==> config.mk <==
export PLATFORM = sky130hd
export DESIGN_NAME = base45_stream_decoder
export DESIGN_NICKNAME = d
export VERILOG_FILES = /design/src/rtl/core/b45_pkg.sv /design/src/rtl/core/b45_digit_stage.sv /design/src/rtl/core/b45_out_queue.sv /design/src/rtl/core/base45_stream_decoder.sv
export SDC_FILE = /design/constraint.sdc
export NUM_CORES = 1
export LEC_CHECK = 0
export ABC_AREA = 1
export BUFFER_PORTS_ARGS = -buffer_cell sky130_fd_sc_hd__buf_2
export CELL_PAD_IN_SITES_DETAIL_PLACEMENT = 1
export CELL_PAD_IN_SITES_GLOBAL_PLACEMENT = 1
export CORE_ASPECT_RATIO = 0.6
export CORE_MARGIN = 4
export CORE_UTILIZATION = 44
export DETAILED_ROUTE_END_ITERATION = 6
export GPL_ROUTABILITY_DRIVEN = 0
export PLACE_DENSITY_LB_ADDON = 0.1
export SYNTH_ARGS = -nofsm -noshare
export SYNTH_HDL_FRONTEND = slang
export SYNTH_SLANG_ARGS = --single-unit
==> constraint.sdc <==
create_clock -name clock -period 5.8 [get_ports clock]
set_input_delay 0.29 -clock clock [delete_from_list [all_inputs] [get_ports clock]]
set_output_delay 0.29 -clock clock [all_outputs]
set_load 0.05 [all_outputs]
==> src/rtl/core/b45_pkg.sv <==
package b45_pkg;

   localparam int unsigned RADIX    = 45;
   localparam int unsigned RADIX_SQ = 2025;
   localparam int unsigned QDEPTH   = 4;

   localparam logic [7:0] CH_ZERO   = 8'h30;
   localparam logic [7:0] CH_NINE   = 8'h39;
   localparam logic [7:0] CH_UPPA   = 8'h41;
   localparam logic [7:0] CH_UPPZ   = 8'h5a;
   localparam logic [7:0] CH_SPACE  = 8'h20;
   localparam logic [7:0] CH_DOLLAR = 8'h24;
   localparam logic [7:0] CH_PCT    = 8'h25;
   localparam logic [7:0] CH_STAR   = 8'h2a;
   localparam logic [7:0] CH_PLUS   = 8'h2b;
   localparam logic [7:0] CH_MINUS  = 8'h2d;
   localparam logic [7:0] CH_DOT    = 8'h2e;
   localparam logic [7:0] CH_SLASH  = 8'h2f;
   localparam logic [7:0] CH_COLON  = 8'h3a;

   typedef struct packed {
      logic [7:0] data_byte;
      logic       byte_valid;
      logic       end_of_stream;
      logic       length_error;
   } rsp_type;

   // up to two result beats per item, r0 first
   typedef struct packed {
      logic [1:0] cnt;
      rsp_type    r0;
      rsp_type    r1;
   } push_type;

   // {hit, digit}
   function automatic logic [6:0] b45_map(input logic [7:0] c);
      logic [7:0] t;
      t = 8'd0;
      if (c >= CH_ZERO && c <= CH_NINE) begin
         t = c - CH_ZERO;
         return {1'b1, t[5:0]};
      end
      if (c >= CH_UPPA && c <= CH_UPPZ) begin
         t = c - CH_UPPA + 8'd10;
         return {1'b1, t[5:0]};
      end
      case (c)
         CH_SPACE:  return {1'b1, 6'd36};
         CH_DOLLAR: return {1'b1, 6'd37};
         CH_PCT:    return {1'b1, 6'd38};
         CH_STAR:   return {1'b1, 6'd39};
         CH_PLUS:   return {1'b1, 6'd40};
         CH_MINUS:  return {1'b1, 6'd41};
         CH_DOT:    return {1'b1, 6'd42};
         CH_SLASH:  return {1'b1, 6'd43};
         CH_COLON:  return {1'b1, 6'd44};
         default:   return 7'd0;
      endcase
   endfunction

endpackage

==> src/rtl/core/b45_digit_stage.sv <==
module b45_digit_stage
   import b45_pkg::*;
(
   input  logic       clock,
   input  logic       reset,
   input  logic       req_valid,
   output logic       req_ready,
   input  logic [7:0] req_symbol,
   input  logic       req_is_last,
   input  logic       room,
   output push_type   push
);

   logic       full_ff, full_in;
   logic [7:0] sym_ff;
   logic       last_ff;
   logic [5:0] first_ff, first_in;
   logic [5:0] second_ff, second_in;
   logic [1:0] count_ff, count_in;

   logic        advance;
   logic [6:0]  mapped;
   logic        hit;
   logic [5:0]  dig;
   logic        third;
   logic [16:0] sum3;
   logic [11:0] sum2;
   logic [5:0]  f_n, s_n;
   logic [1:0]  c_n;
   logic [1:0]  n;
   rsp_type     r0, r1;

   always_comb begin
      advance   = full_ff && room;
      req_ready = !full_ff || advance;
      full_in   = (req_valid && req_ready) ? 1'b1 : (advance ? 1'b0 : full_ff);

      mapped = b45_map(sym_ff);
      hit    = mapped[6];
      dig    = mapped[5:0];
      third  = hit && (count_ff == 2'd2);

      sum3 = 17'(first_ff) + 17'(second_ff) * 17'(RADIX) + 17'(dig) * 17'(RADIX_SQ);

      f_n = first_ff;
      s_n = second_ff;
      c_n = count_ff;
      if (hit) begin
         case (count_ff)
            2'd0: begin
               f_n = dig;
               c_n = 2'd1;
            end
            2'd1: begin
               s_n = dig;
               c_n = 2'd2;
            end
            default: begin
               f_n = 6'd0;
               s_n = 6'd0;
               c_n = 2'd0;
            end
         endcase
      end
      sum2 = 12'(f_n) + 12'(s_n) * 12'(RADIX);

      n  = 2'd0;
      r0 = '0;
      r1 = '0;
      if (third) begin
         r0 = '{data_byte: sum3[15:8], byte_valid: 1'b1, end_of_stream: 1'b0,
                length_error: 1'b0};
         r1 = '{data_byte: sum3[7:0], byte_valid: 1'b1, end_of_stream: last_ff,
                length_error: 1'b0};
         n  = 2'd2;
      end
      if (last_ff) begin
         if (c_n == 2'd2) begin
            r0 = '{data_byte: sum2[7:0], byte_valid: 1'b1, end_of_stream: 1'b1,
                   length_error: 1'b0};
            n  = 2'd1;
         end else if (c_n == 2'd1) begin
            r0 = '{data_byte: 8'd0, byte_valid: 1'b0, end_of_stream: 1'b1,
                   length_error: 1'b1};
            n  = 2'd1;
         end else if (n == 2'd0) begin
            r0 = '{data_byte: 8'd0, byte_valid: 1'b0, end_of_stream: 1'b1,
                   length_error: 1'b0};
            n  = 2'd1;
         end
         f_n = 6'd0;
         s_n = 6'd0;
         c_n = 2'd0;
      end

      first_in  = advance ? f_n : first_ff;
      second_in = advance ? s_n : second_ff;
      count_in  = advance ? c_n : count_ff;

      push.cnt = advance ? n : 2'd0;
      push.r0  = r0;
      push.r1  = r1;
   end

   always_ff @(posedge clock) begin
      if (reset) begin
         full_ff   <= 1'b0;
         first_ff  <= 6'd0;
         second_ff <= 6'd0;
         count_ff  <= 2'd0;
      end else begin
         full_ff   <= full_in;
         first_ff  <= first_in;
         second_ff <= second_in;
         count_ff  <= count_in;
      end
      if (req_valid && req_ready) begin
         sym_ff  <= req_symbol;
         last_ff <= req_is_last;
      end
   end

   a_count_range: assert property (@(posedge clock) disable iff (reset)
      count_ff != 2'd3) else $error("digit count out of range");
   a_last_clears: assert property (@(posedge clock) disable iff (reset)
      advance && last_ff |=> count_ff == 2'd0) else $error("digits kept after last");
   a_last_yields: assert property (@(posedge clock) disable iff (reset)
      advance && last_ff |-> push.cnt != 2'd0) else $error("last beat without result");
   a_no_work_idle: assert property (@(posedge clock) disable iff (reset)
      !advance |-> push.cnt == 2'd0) else $error("push without advance");

endmodule

==> src/rtl/core/b45_out_queue.sv <==
module b45_out_queue
   import b45_pkg::*;
(
   input  logic     clock,
   input  logic     reset,
   input  push_type push,
   output logic     room,
   output logic     rsp_valid,
   input  logic     rsp_ready,
   output rsp_type  rsp
);

   localparam int unsigned AW = $clog2(QDEPTH);

   rsp_type           mem_ff [QDEPTH];
   logic [AW-1:0]     wr_ff, wr_in;
   logic [AW-1:0]     rd_ff, rd_in;
   logic [AW:0]       cnt_ff, cnt_in;
   logic              pop;
   logic [AW-1:0]     wr_next;

   always_comb begin
      rsp_valid = cnt_ff != '0;
      rsp       = mem_ff[rd_ff];
      pop       = rsp_valid && rsp_ready;
      // two slots must be free once this cycle's pop has gone
      room      = (cnt_ff <= (AW+1)'(QDEPTH - 2)) ||
                  (pop && (cnt_ff == (AW+1)'(QDEPTH - 1)));
      wr_next   = wr_ff + AW'(1);
      wr_in     = wr_ff + AW'(push.cnt);
      rd_in     = pop ? rd_ff + AW'(1) : rd_ff;
      cnt_in    = cnt_ff + (AW+1)'(push.cnt) - (AW+1)'(pop);
   end

   always_ff @(posedge clock) begin
      if (reset) begin
         wr_ff  <= '0;
         rd_ff  <= '0;
         cnt_ff <= '0;
      end else begin
         wr_ff  <= wr_in;
         rd_ff  <= rd_in;
         cnt_ff <= cnt_in;
      end
      if (push.cnt != 2'd0) begin
         mem_ff[wr_ff] <= push.r0;
      end
      if (push.cnt == 2'd2) begin
         mem_ff[wr_next] <= push.r1;
      end
   end

   a_fill_range: assert property (@(posedge clock) disable iff (reset)
      cnt_ff <= (AW+1)'(QDEPTH)) else $error("queue overfilled");
   a_push_fits: assert property (@(posedge clock) disable iff (reset)
      push.cnt != 2'd0 |-> room) else $error("push without room");
   a_bad_cnt: assert property (@(posedge clock) disable iff (reset)
      push.cnt != 2'd3) else $error("bad push count");

endmodule

==> src/rtl/core/base45_stream_decoder.sv <==
// Base45 (upper-case alphabet) character stream decoder.
// req channel: one character beat (req_symbol, req_is_last) per handshake.
// Characters outside the alphabet are skipped. Every third digit yields two
// rsp beats (high byte, then low byte of the 16-bit wrapped value). The last
// character settles the leftover: a pair gives one byte, a single digit
// gives a beat with rsp_length_error set, nothing gives an empty beat. The
// final beat of each stream carries rsp_end_of_stream.
// Path: a character beat is registered at acceptance, decoded from the
// decode register and written to the result queue, which drives rsp.
// Throughput: one character per cycle, limited only by rsp: a four-beat
// result queue takes the up to two beats of each character, so a trigram
// costs two rsp beats.
// Reset clears held digits, the decode register and the queue; rsp_valid is
// low afterwards. When the receiver stalls, the queue fills, req_ready falls
// while the decode register waits for two free slots, and no beat is lost.
module base45_stream_decoder
   import b45_pkg::*;
(
   input  logic       clock,
   input  logic       reset,
   input  logic       req_valid,
   output logic       req_ready,
   input  logic [7:0] req_symbol,
   input  logic       req_is_last,
   output logic       rsp_valid,
   input  logic       rsp_ready,
   output logic [7:0] rsp_data_byte,
   output logic       rsp_byte_valid,
   output logic       rsp_end_of_stream,
   output logic       rsp_length_error
);

   push_type push;
   logic     room;
   rsp_type  rsp;

   b45_digit_stage u_digit (
      .clock       (clock),
      .reset       (reset),
      .req_valid   (req_valid),
      .req_ready   (req_ready),
      .req_symbol  (req_symbol),
      .req_is_last (req_is_last),
      .room        (room),
      .push        (push)
   );

   b45_out_queue u_queue (
      .clock     (clock),
      .reset     (reset),
      .push      (push),
      .room      (room),
      .rsp_valid (rsp_valid),
      .rsp_ready (rsp_ready),
      .rsp       (rsp)
   );

   assign rsp_data_byte     = rsp.data_byte;
   assign rsp_byte_valid    = rsp.byte_valid;
   assign rsp_end_of_stream = rsp.end_of_stream;
   assign rsp_length_error  = rsp.length_error;

endmodule

==> metrics.md <==
| Metric | Value |
|---|---|
| Max Freq | `177 MHz` |
| Initial antenna violation count | `0` |
| DRC viols | `0` |
| Largest net degree at the start of global routing | `24` |
| Register area | `2030 µm²` |
| Setup-failing EPs final | `0` |
| Max cap viols | `0` |
| Port Buffers | `25` |
| CP Data Required Time | `5880 ps` |
| Synth Flop Type | `edfxtp_1` |
| Slew Viols, Final | `0` |
| NumNets Final | `1187` |
| Post-DP HPWL | `19200 µm` |
| Worst r2r src | `u_digit.sym_ff[0]` |
| Final Cycle Share | `97.6%` |
| Die ar. | `between 15000 and 20000 µm²` |
| Met2 wire length | `9530 µm` |
| Clk buf depth | `2` |
| Worst-Skew Late Latency | `350 ps` |
| Initial core utilization | `between 40 and 50%` |
| Worst vdd ir | `0.193 mV` |
| Clk sinks | `77` |
| Synthesized area per cell | `7.91 µm²` |
| First-pass GRT wire length | `between 30000 and 40000 µm` |
| Reg-to-reg slack, setup | `140 ps` |
| Metal3 WL | `between 2000 and 2500 µm` |
| XOR/XNOR Fraction of Synth Area | `2.76%` |
| Max FO, Critical Path | `6` |
| Hold Crit Start | `req_symbol[4]` |
| Most frequent cells in the layout | `nand2_1, inv_1, ha_1` |
| Layout cells sized above 1 | `19.7%` |
| N_diodes | `0` |
| FF-to-FF path depth | `29` |
| Core Area | `16600 µm²` |
| YS warnings | `0` |
| Clock skew | `16.9 ps` |
| Vias in the first global route | `6910` |
| Row count | `36` |
| Top Family by Delay on Critical Path | `adder cells` |
| Lkg Pwr | `roughly 4.6 nW` |
| CP arrival | `5740 ps` |
| DIE HEIGHT | `110 µm` |
| Io pins | `26` |
| Fin. Hold Viols | `0` |
| Drt wl/cell | `19.1 µm` |
| Post-synthesis compound-gate area fraction | `12.8%` |
| Headroom to the max-slew limit | `30.9%` |
| CTS tree | `yes` |
| Multi-input gate area in the final layout | `about 5300 µm²` |
| Cells after Synth | `between 900 and 1000` |
| Syn nets | `~1100` |
| Fin util | `54.0%` |
| Most common cell after layout, fill and taps aside | `nand2_1` |
| DP Worst Slack | `-90.9 ps` |
| Seq/Total Area, Yosys | `26.6%` |
| CP max stage delay | `590 ps` |
| Vias after detailed routing | `roughly 6700` |
| Status | `complete, no violations` |
| Starting DRT DRC Count | `621` |
| H-tree depth | `3` |
| Hold depth | `1` |
| Met1 Wirelength | `12400 µm` |
| Share of synthesized registers carrying an async set or reset | `0%` |
| GRT Overall Usage | `25.0%` |
| Setup crit start kind | `flip-flop` |
| Worst r2r dst | `u_queue.mem_ff[3][9]` |
| WP buf/inv | `7` |
| Hold_buf cts | `0` |
| Number of enable flip-flop cells after synthesis | `49` |
| GRT Residual Overflow | `0` |
| Chip Width | `approximately 180 µm` |
| Mapped Area | `approximately 7600 µm²` |
| Clock slew at reported path FFs | `~70 ps` |
| CP max stage cell | `fa_1` |
| Area share of fa/ha/maj cells after synthesis | `28.1%` |
| Total power | `2.16 mW` |
| P per Cell Area | `~240 nW/µm²` |
| Post-DRT Antenna Nets | `0` |
| CTS root buf | `clkbuf_16` |
| Highest metal layer with signal wires | `met4` |
| DRT Pass-1 Iters | `6` |
| Final WL | `around 24000 µm` |
| Filler cells | `between 2000 and 2500` |
| Simple-gate area share of the yosys netlist | `20.1%` |
| Distinct cell type count after synthesis | `44` |
| Critical Setup Path Class | `reg -> reg` |
| End of the worst hold path | `u_digit.sym_ff[4]` |
| Unrepaired setup endpoints after global routing | `yes` |
| Seq cells post-synth | `77` |
| Mux share of post-synthesis cell area | `0%` |
| Slew @ Worst Pin | `around 1000 ps` |
| Hold Path Class | `in -> reg` |
| Layout area overhead | `17.7%` |
| Min Tclk post-route | `5660 ps` |
| Vias per inst | `5.33` |
| Setup ws final | `141 ps` |
| CP endpoint kind | `flip-flop` |
| Largest family of logic cells by synthesized area | `adder cells` |
| Cts bufs inserted | `9` |
[synth_stat cells (2+ instances only)]
master	count	area [µm²]
nand4_1	3	18.8
xor2_1	16	140
nand2_1	203	762
fa_1	40	801
or2_2	3	18.8
clkbuf_1	9	33.8
xnor2_1	8	70.1
a31oi_1	2	12.5
ha_1	107	1340
buf_6	2	22.5
nor2_2	2	12.5
o22ai_1	12	75.1
edfxtp_1	49	1470
nand2_4	2	22.5
o211ai_1	3	22.5
dfxtp_1	28	561
nand3_1	44	220
o21ai_1	9	45.0
a21o_1	7	52.6
inv_1	167	627
o31ai_1	3	22.5
nor3_1	6	30.0
nand2_2	12	75.1
buf_2	2	10.0
o21ai_0	66	330
nor2_4	3	33.8
o21bai_1	3	22.5
a21oi_1	67	335
nor2_1	58	218
inv_2	6	22.5
and2_1	4	25.0
nand3_2	6	60.1
[where the power goes]
group | internal, mW | switching [mW]
combinational | 0.298 | 0.645
sequential | 0.617 | 0.0320
clock | 0.301 | 0.272
[area by class of cell]
class,instances,area share [%]
multi-input combinational,698,58.7
sequential,77,22.6
inverter,175,7.40
timing repair buffer,66,4.87
tap,228,3.18
clock buffer,9,2.51
clock inverter,7,0.683
[what timing repair did]
item,in CTS,in global routing
pin swaps,1,26
resized for setup,9,105
setup buffers,1,15
setup endpoints to repair,24,32
[how the worst max path moves through the flow]
stage / from / end / cells after the start
2_1_floorplan: u_digit.sym_ff[1] / u_queue.mem_ff[0][8] / 26
3_3_place_gp: u_digit.sym_ff[1] / u_queue.mem_ff[0][8] / 27
3_5_place_dp: u_digit.sym_ff[1] / u_queue.mem_ff[0][7] / 26
4_1_cts: u_digit.second_ff[2] / u_queue.mem_ff[0][10] / 27
5_1_grt: u_digit.sym_ff[0] / u_queue.mem_ff[0][7] / 29
6_report: u_digit.sym_ff[0] / u_queue.mem_ff[3][9] / 29
[metal layers]
| metal | vias to the layer above | track usage (%) |
|---|---|---|
| li1 | 3269 | - |
| met5 | - | 0 |
| met2 | 218 | 34.7 |
| met4 | 0 | 3.42 |
| met3 | 15 | 4.67 |
| met1 | 3214 | 40.5 |
[through the flow]
stage | area, µm² | TNS [ps] | cells | hold slack [ps]
3_5_place_dp | 8150 | -896 | 1228 | 467
2_1_floorplan | 7630 | 0 | 964 | 389
6_report | 8970 | 0 | 1260 | 113
4_1_cts | 8460 | 0 | 1245 | 105
3_3_place_gp | 8150 | 0 | 1228 | 454
5_1_grt | 8970 | -2820 | 1260 | 101
[flip-flops by register name (all words and copies together) (netlist names), 2 cells and up, named ones only]
signal             cells
u_digit.count_ff       2
u_digit.first_ff       6
u_digit.second_ff      6
u_digit.sym_ff         8
u_queue.cnt_ff         3
u_queue.mem_ff        44
u_queue.rd_ff          2
u_queue.wr_ff          2
[logic make-up (layout without fill, tap and decap cells)]
family | Yosys count | count (layout)
compound gates | 179 | 179
flops | 77 | 77
buf+inv | 189 | 257
simple gates | 348 | 348
xor+xnor | 24 | 24
fa+ha+maj | 147 | 147
No activity file was read; power rests on OpenSTA's default activity.
